$ cat config.mk
export PLATFORM = sky130hd
export DESIGN_NAME = spad_ctrl
export DESIGN_NICKNAME = d
export VERILOG_FILES = /design/src/design/spad_pkg.sv /design/src/design/spad_ctrl.sv
export SDC_FILE = /design/constraint.sdc
export NUM_CORES = 1
export LEC_CHECK = 0
export BUFFER_PORTS_ARGS = -buffer_cell sky130_fd_sc_hd__buf_4
export CAP_MARGIN = 15
export CORE_UTILIZATION = 30
export DETAILED_ROUTE_END_ITERATION = 16
export GPL_ROUTABILITY_DRIVEN = 0
export HOLD_SLACK_MARGIN = 0.02
export SLEW_MARGIN = 20
export SYNTH_ARGS = -nofsm -noshare
export SYNTH_HDL_FRONTEND = slang
export SYNTH_SLANG_ARGS = --single-unit
$ cat constraint.sdc
create_clock -name clk_i -period 3.7 [get_ports clk_i]
set_input_delay 0.555 -clock clk_i [delete_from_list [all_inputs] [get_ports clk_i]]
set_output_delay 0.555 -clock clk_i [all_outputs]
set_load 0.02 [all_outputs]
$ cat src/design/spad_pkg.sv
// Package for subset_preimage_avoid_depth: payload structs, sizes and the
// controller/datapath command and status structs. No dependencies.
package spad_pkg;
  localparam int unsigned NumStates = 12;
  localparam int unsigned SetW      = NumStates;
  localparam int unsigned SetCount  = 1 << NumStates;
  localparam int unsigned StateW    = 4;
  localparam int unsigned MapW      = NumStates * StateW;
  localparam int unsigned LimW      = 12;
  localparam int unsigned DistW     = 13;
  localparam int unsigned PtrW      = SetW + 1;

  typedef struct packed {
    logic [MapW-1:0]   map_a;
    logic [MapW-1:0]   map_b;
    logic [StateW-1:0] target;
    logic              all_targets;
    logic [LimW-1:0]   depth_limit;
  } req_t;

  typedef struct packed {
    logic [DistW-1:0] distance;
    logic             exceeded;
  } rsp_t;

  typedef struct packed {
    logic load;        // capture request, build preimages
    logic clr_step;    // clear one visited entry
    logic start;       // seed queue with start subset
    logic rd;          // issue queue read at head
    logic expand;      // compute preimages of read subset
    logic push_a;      // visit/push subset a
    logic push_b;      // visit/push subset b
    logic level_done;  // advance level
    logic finish_hit;  // search ended with empty preimage
    logic finish_lim;  // search ended by limit or exhaustion
    logic next_target;
  } cmd_t;

  typedef struct packed {
    logic clr_done;
    logic level_empty;  // head reached level end
    logic queue_empty;  // head == tail at level boundary
    logic limit_hit;
    logic pre_empty;
    logic last_target;
  } sts_t;
endpackage

$ cat src/design/spad_ctrl.sv
// Controller state machine sequencing clear, search levels and targets.
// Depends on spad_pkg.
module spad_ctrl (
  input  logic           clk_i,
  input  logic           rst_ni,
  input  logic           req_valid_i,
  output logic           req_ready_o,
  output logic           rsp_valid_o,
  input  logic           rsp_ready_i,
  input  spad_pkg::sts_t sts_i,
  output spad_pkg::cmd_t cmd_o
);
  import spad_pkg::*;

  localparam logic [3:0] SIdle = 4'd0, SClr = 4'd1, SStart = 4'd2, SChk = 4'd3,
                         SRd = 4'd4, SExp = 4'd5, STest = 4'd6, SPushA = 4'd7,
                         SPushB = 4'd8, SEnd = 4'd9, SOut = 4'd10;
  logic [3:0] state_q, state_d;

  assign req_ready_o = (state_q == SIdle);
  assign rsp_valid_o = (state_q == SOut);

  always_comb begin
    state_d = state_q;
    cmd_o = '0;
    unique case (state_q)
      SIdle: if (req_valid_i) begin cmd_o.load = 1'b1; state_d = SClr; end
      SClr: begin
        cmd_o.clr_step = 1'b1;
        if (sts_i.clr_done) begin cmd_o.clr_step = 1'b0; state_d = SStart; end
      end
      SStart: begin cmd_o.start = 1'b1; state_d = SChk; end
      SChk: begin
        // loop condition: queue not exhausted and below limit
        if (sts_i.queue_empty || sts_i.limit_hit) begin
          cmd_o.finish_lim = 1'b1; state_d = SEnd;
        end else state_d = SRd;
      end
      SRd: begin
        if (sts_i.level_empty) begin cmd_o.level_done = 1'b1; state_d = SChk; end
        else begin cmd_o.rd = 1'b1; state_d = SExp; end
      end
      SExp: begin cmd_o.expand = 1'b1; state_d = STest; end
      STest: begin
        if (sts_i.pre_empty) begin cmd_o.finish_hit = 1'b1; state_d = SEnd; end
        else state_d = SPushA;
      end
      SPushA: begin cmd_o.push_a = 1'b1; state_d = SPushB; end
      SPushB: begin cmd_o.push_b = 1'b1; state_d = SRd; end
      SEnd: begin
        if (sts_i.last_target) state_d = SOut;
        else begin cmd_o.next_target = 1'b1; state_d = SClr; end
      end
      SOut: if (rsp_ready_i) state_d = SIdle;
      default: state_d = SIdle;
    endcase
  end

  always_ff @(posedge clk_i or negedge rst_ni) begin
    if (!rst_ni) state_q <= SIdle;
    else state_q <= state_d;
  end
endmodule

## Word level (Yosys, flattened, before mapping)

Index checks and enable logic that the tools add are counted.

- Output and inout bits: 13
- Logic and storage cells: 43
- Register bits after elaboration: 4
- Input bits: 10

- Mux-type cells: 26
- Equality and inequality tests: 13
- Reductions and logical operators: 3

Operators by type and width:

| kind | number |
|---|---|
| $pmux 4 s11 | 1 |
| $mux 4 | 6 |
| $mux 1 | 18 |
| $eq 4x3->1 const B | 4 |
| $eq 4x4->1 const B | 3 |
| $eq 4x2->1 const B | 2 |
| $eq 4x1->1 const B | 1 |
| $logic_not 4->1 | 1 |
| $ne 2x2->1 const B | 2 |
| $mux 3 | 1 |
| $reduce_and 3->1 | 1 |
| $ne 2x1->1 const B | 1 |
| $logic_or 1x1->1 | 1 |

## Depth between registers and ports, before layout

Gate-level depths: netlist (run 1).

- Word-level depth: 3
- Gate-level depth with buffers: 5
- Mapped depth without buffers: 4

## Least setup slack after synthesis (run 1)

Ideal clock, no wire load.

- Path type: reg-to-output
- From: register state_q[1]
- To: output port cmd_o[10] in the netlist's numbering
- Slack: 1.565 ns
- Arrival: 1.580 ns
- Cell stages (with the launch flop): 3
- Cells stage by stage: dfrtp_1 nor4_1 and2_1

RTL lines:

| what | line | source |
|---|---|---|
| from (decl) | spad_ctrl.sv:18 | `logic [3:0] state_q, state_d;` |
| from (signal assigned) | spad_ctrl.sv:60 | `if (!rst_ni) state_q <= SIdle;` |
| from (signal assigned) | spad_ctrl.sv:61 | `else state_q <= state_d;` |
| to (decl) | spad_ctrl.sv:11 | `output spad_pkg::cmd_t cmd_o` |

==> qor.txt, run 1 <==
Post-Syn Area -> 434 um2
RSZ-0062 raised after global routing -> false
Average size of a mapped cell -> 7.49 um2
Postcts setup bufs -> 0
CTS Root Buffer Type -> clkbuf_4
Met3 WL post-DR -> 45 um
P per Cell Area -> 761 mW/mm2
Worst EP required -> 3140 ps
IO buf count -> 22
ANT nets after route -> 0
Layout cell share with drive strength beyond 1 -> 36.7%
Slew headroom -> 69.9%
Netlist cell types -> 29
Max_cap viols -> 0
Die width -> 40.0 um
Mapped Cells -> 58
Max reg flops -> 4
CTS tree -> built
Worst path arrival time -> 1610 ps
DRC -> 0
Num CTS Buffers -> 3
Shortest period the worst path allows -> 2160 ps
Non-filler cells, final -> 94
Sink Count -> 4
Post-synthesis register bit count -> 4
Area grow syn2layout -> 40.3%
Worst setup margin -> 1540 ps
Total gr overflow -> 0
Syn Nets -> 68
Vias in the first global route -> 392
Post-cts repair resize count -> 0
Fmax -> 0.462 GHz
CTS H-tree depth -> 1
# setup viols final -> 0
Global-route wire length before repair -> 1700 um
Metal2 WL -> 517 um
Pin count of the biggest net entering global routing -> 16
Hold buffers post-CTS -> 0
R2R Setup Slk -> 2170 ps
Setup TNS -> 0 ps
Core Box Area -> 0.00132 mm2
Met1 wire length -> 570 um
Die area -> 0.00160 mm2
Site Rows -> 13
Antenna diodes -> 0
Slew @ Worst Pin -> 451 ps
DR WL/cell -> 12.1 um
Initial Util -> 33.0%
Chip height -> 40.0 um
Vias per cell -> 5.30
Via count -> 498
Worst reg2reg path depth -> 4
Ports -> 23
Inst Count DP -> 91
DP HPWL -> 866 um
Drt total wl -> 1130 um
Total GRT Usage -> 16.1%
Fin nets -> 91
CTS clk-pin slew, worst paths -> 40 ps
Worst slack, placed -> 1770 ps
Synthesis Warnings -> 0
Startpoint Class -> register
Worst-skew pair later-pin latency -> 230 ps
Max-slew violations -> 0
CP endpoint kind -> output pin
Fin crit share -> 58.5%
Min-delay worst type -> in2async
Outcome -> finished clean
Reg2reg end -> state_q[0]$_DFFE_PN0P_
WS Path Type -> reg2out
Biggest regs -> state_q: 4 flops
Largest register by flop count -> state_q
Initial DRC count -> 10
Reg2reg start -> state_q[1]$_DFFE_PN0P_
Peak supply drop -> 0.402 mV
DR pass1 iterations -> 4
Clock buffer depth -> 2
Initial antenna violation count -> 0
Hold Vio Cnt, Final -> 0
Crit-path max FO -> 14
Static leakage -> 0.269 nW
Top Layer Used -> met3
Register area share after synthesis -> 23.1%
Clk_skew -> 1.06 ps
## cells in the mapped netlist
master | instances | area [um2]
o32a_1 | 1 | 10.0
a32o_1 | 1 | 10.0
or3_1 | 1 | 6.26
nand2b_1 | 8 | 50.1
nor4_2 | 1 | 12.5
o21bai_1 | 1 | 7.51
o22ai_1 | 1 | 6.26
o21ai_1 | 1 | 5.00
buf_2 | 1 | 5.00
nor3_1 | 4 | 20.0
and2_1 | 1 | 6.26
nor4_1 | 3 | 18.8
and2b_1 | 1 | 7.51
o21ai_0 | 2 | 10.0
nand3_1 | 1 | 5.00
nand2_1 | 3 | 11.3
or2_2 | 1 | 6.26
o31a_1 | 1 | 8.76
o221ai_2 | 1 | 15.0
dfrtp_1 | 4 | 100
inv_1 | 1 | 3.75
nor4b_1 | 1 | 8.76
o21a_1 | 2 | 15.0
buf_4 | 2 | 15.0
a21oi_1 | 4 | 20.0
inv_4 | 1 | 6.26
a31oi_1 | 1 | 6.26
nor2_1 | 7 | 26.3
buf_6 | 1 | 11.3
## critical path: stages, from the launching register on
cell      delay (ps)
dfrtp_1          610
nand2b_1         240
nor4b_1          330
buf_4            190
## layer usage
layer  global-route usage (%)  up-vias
met5                        0        -
met3                     5.00        0
met1                     20.7      228
met4                     5.17        0
li1                         -      256
met2                     25.4       14
## power breakdown
group          total, mW  switching (mW)  internal [mW]
sequential         0.131          0.0671         0.0635
combinational      0.281           0.148          0.133
clock             0.0520          0.0159         0.0361
total              0.464           0.231          0.232
## per-stage QoR
stage | hold slack, ps | cell area, um2 | utilization (%) | power [mW]
2_1_floorplan | 259 | 434 | - | 0.339
3_3_place_gp | 354 | 587 | 44.5 | 0.414
3_5_place_dp | 352 | 587 | 44.5 | 0.414
4_1_cts | 99.0 | 609 | 46.2 | 0.471
5_1_grt | 94.7 | 609 | 46.2 | 0.509
6_report | 112 | 609 | 46.2 | 0.464
## kinds of logic (layout without fill, tap and decap cells)
logic type	Yosys count	after routing	share of synthesized area (%)
buffers and inverters	6	27	9.51
flip-flops	4	4	23.1
AND/OR/NAND/NOR	32	32	41.2
AO/OA/AOI/OAI	16	16	26.2
## area by class of cell
class | count | area, um2
sequential | 4 | 100
tap | 15 | 18.8
timing repair buffer | 22 | 165
multi-input combinational | 48 | 293
fill | 143 | 708
inverter | 2 | 10.0
clock buffer | 3 | 22.5
## placed cells by master (no fill, tap or decap), types with 2 or more instances in the layout
cell type	count
nand2b_1	8
nand2_1	3
a21oi_1	4
o21a_1	2
nor2_1	7
o21ai_0	2
nor3_1	4
buf_4	22
dfrtp_1	4
nor4_1	3
clkbuf_4	3
## worst max-delay path by stage
stage	start	end	slack, ps	depth (start not counted)
after floorplan	state_q[1]$_DFFE_PN0P_	cmd_o[10]	1570	2
after CTS	state_q[2]$_DFFE_PN0P_	cmd_o[3]	1520	3
after global placement	state_q[3]$_DFFE_PN0P_	cmd_o[3]	1760	3
after global routing	state_q[2]$_DFFE_PN0P_	cmd_o[3]	1390	3
after detailed placement	state_q[3]$_DFFE_PN0P_	cmd_o[3]	1770	3
final	state_q[2]$_DFFE_PN0P_	cmd_o[3]	1540	3
Note: power is estimated with default switching activity, not from simulation.
==> inputs of run 2 (changes only) <==
==> constraint.sdc (replaced) <==
create_clock -name clk_i -period 2.1 [get_ports clk_i]
set_input_delay 0.315 -clock clk_i [delete_from_list [all_inputs] [get_ports clk_i]]
set_output_delay 0.315 -clock clk_i [all_outputs]
set_load 0.02 [all_outputs]
==> run 2 against run 1 <==
Compared with the run above: sequential share of layout area decreased by 0.27 points; critical path type unchanged; final area increased by 1.6%; register-to-register slack worse by 1600 ps; power grew 78%; core utilization increased by 0.76 points.
==> qor.txt, run 2 (synthesis results as in run 1) <==
Chip height -> 40.0 um (unchanged)
Setup TNS -> 0 ps (unchanged)
Top Layer Used -> met3
Via count -> 486 (-2.4%)
Met3 WL post-DR -> 46 um (+2.2%)
Dpl cell area -> 587 um2 (unchanged)
Initial antenna violation count -> 0 (unchanged)
IO buf count -> 22 (unchanged)
Global-route wire length before repair -> 1750 um (+2.4%)
Worst-skew pair later-pin latency -> 240 ps (about the same)
Clk_skew -> 0.382 ps (-0.677 ps)
Pin count of the biggest net entering global routing -> 16 (unchanged)
Fin nets -> 92 (+1.1%)
Hold EP -> state_q[1]$_DFFE_PN0P_
Max reg flops -> 4 (unchanged)
CTS clk-pin slew, worst paths -> 40 ps (about the same)
CTS Root Buffer Type -> clkbuf_4
WS Path Type -> reg2out
R2R Setup Slk -> 560 ps (-1610 ps)
Post-cts repair resize count -> 0 (unchanged)
Biggest regs -> state_q: 4 flops
Hold Crit Start -> rsp_ready_i
Area of the multi-input gates -> 293 um2 (unchanged)
Core Box Area -> 0.00132 mm2 (unchanged)
DR pass1 iterations -> 4 (unchanged)
Static leakage -> 0.273 nW (+1.6%)
Vias per cell -> 5.12 (-3.4%)
Metal2 WL -> 560 um (+8.3%)
Die area -> 0.00160 mm2 (unchanged)
Inst Count DP -> 91 (unchanged)
Shortest period the worst path allows -> 1930 ps
DR WL/cell -> 12.4 um (+2.9%)
Fmax -> 0.517 GHz
Reg2reg start -> state_q[1]$_DFFE_PN0P_
Commonest non-fill, non-tap cells in the layout -> 22 x buf_4, 8 x nand2b_1, 7 x nor2_1
Util after Layout -> 47.0% (+0.76 points)
Drt total wl -> 1180 um (+4.0%)
Max_cap viols -> 0 (unchanged)
Register area -> 100 um2 (unchanged)
Non-filler cells, final -> 95 (+1.1%)
Worst path arrival time -> 1620 ps (about the same)
CTS H-tree depth -> 1 (unchanged)
Crit path launch -> state_q[3]$_DFFE_PN0P_
Peak supply drop -> 0.708 mV (+76%)
Final Cell Area -> 619 um2 (+1.6%)
DP HPWL -> 865 um (about the same)
WHS Path Cells -> 3
ANT nets after route -> 0 (unchanged)
Ports -> 23 (unchanged)
Commonest non-fill, non-tap cell in the layout -> buf_4
CTS tree -> built
Num CTS Buffers -> 3 (unchanged)
Outcome -> finished clean
Initial DRC count -> 6 (-4)
Startpoint Class -> register
Slew @ Worst Pin -> 476 ps (+24.4 ps)
Fin crit share -> 92.1%
# setup viols final -> 0 (unchanged)
Max-slew violations -> 0 (unchanged)
RSZ-0062 raised after global routing -> false
Reg2reg end -> state_q[0]$_DFFE_PN0P_
FILL cells -> 141 (-1.4%)
Total GRT Usage -> 16.7% (+0.58 points)
CP endpoint kind -> output pin
Die width -> 40.0 um (unchanged)
Sink Count -> 4 (unchanged)
Site Rows -> 13 (unchanged)
Vias in the first global route -> 410 (+4.6%)
P per Cell Area -> 1330 mW/mm2 (+75%)
Area grow syn2layout -> 42.7%
Crit-path max FO -> 13 (-1)
DRC -> 0 (unchanged)
Hold Vio Cnt, Final -> 0 (unchanged)
Initial Util -> 33.0% (unchanged)
Slew headroom -> 68.0% (-1.9 points)
Largest register by flop count -> state_q
Clock buffer depth -> 2 (unchanged)
Total gr overflow -> 0 (unchanged)
Min-delay worst type -> in2reg
Met1 wire length -> 571 um (+0.18%)
Worst reg2reg path depth -> 4 (unchanged)
Layout cell share with drive strength beyond 1 -> 36.3% (-0.46 points)
Worst EP required -> 1780 ps (-1360 ps)
Pwr Total -> 0.825 mW (+78%)
Antenna diodes -> 0 (unchanged)
run 2: how the worst max path moves through the flow:
stage,to,slack [ps],depth (start not counted)
after floorplan,cmd_o[10],210,2
after global placement,cmd_o[3],400,3
after detailed placement,cmd_o[3],420,3
after CTS,cmd_o[3],150,3
after global routing,cmd_o[3],30,3
final,cmd_o[3],170,3
run 2: repair_timing:
| item | CTS | global route |
|---|---|---|
| hold buffers | 1 | 0 |
| hold endpoints to repair | 4 | 0 |
| buffers inserted | 0 | 0 |
run 2: power by group:
group	internal (mW)	leakage, nW	switching (mW)	total [mW]
Sequential	0.112	0.0501	0.120	0.232
Combinational	0.235	0.210	0.263	0.498
Clock	0.0639	0.0138	0.0312	0.0951
Total	0.411	0.273	0.414	0.825
run 2: area by class of cell:
cell class / count / share of cell area (%)
tap: 15 / 3.03
sequential: 4 / 16.2
inverter: 2 / 1.62
clock buffer: 3 / 3.64
timing repair buffer: 23 / 28.3
multi-input combinational: 48 / 47.3
run 2: metrics by stage:
stage               hold slack, ps  setup slack (ps)
floorplan                     19.4               205
global placement               114               396
detailed placement             112               417
CTS                            399               153
global route                   412              34.3
finish                         402               165
run 2: critical path: stages, from the launching register on:
cell,delay [ps]
dfrtp_1,540
nand2b_1,320
nor4b_1,330
buf_4,190
run 2: metal layers:
metal | track usage (%) | up-vias
met5 | 0 | -
met4 | 7.76 | 0
met3 | 5.00 | 0
met2 | 27.0 | 12
met1 | 20.0 | 219
li1 | - | 255
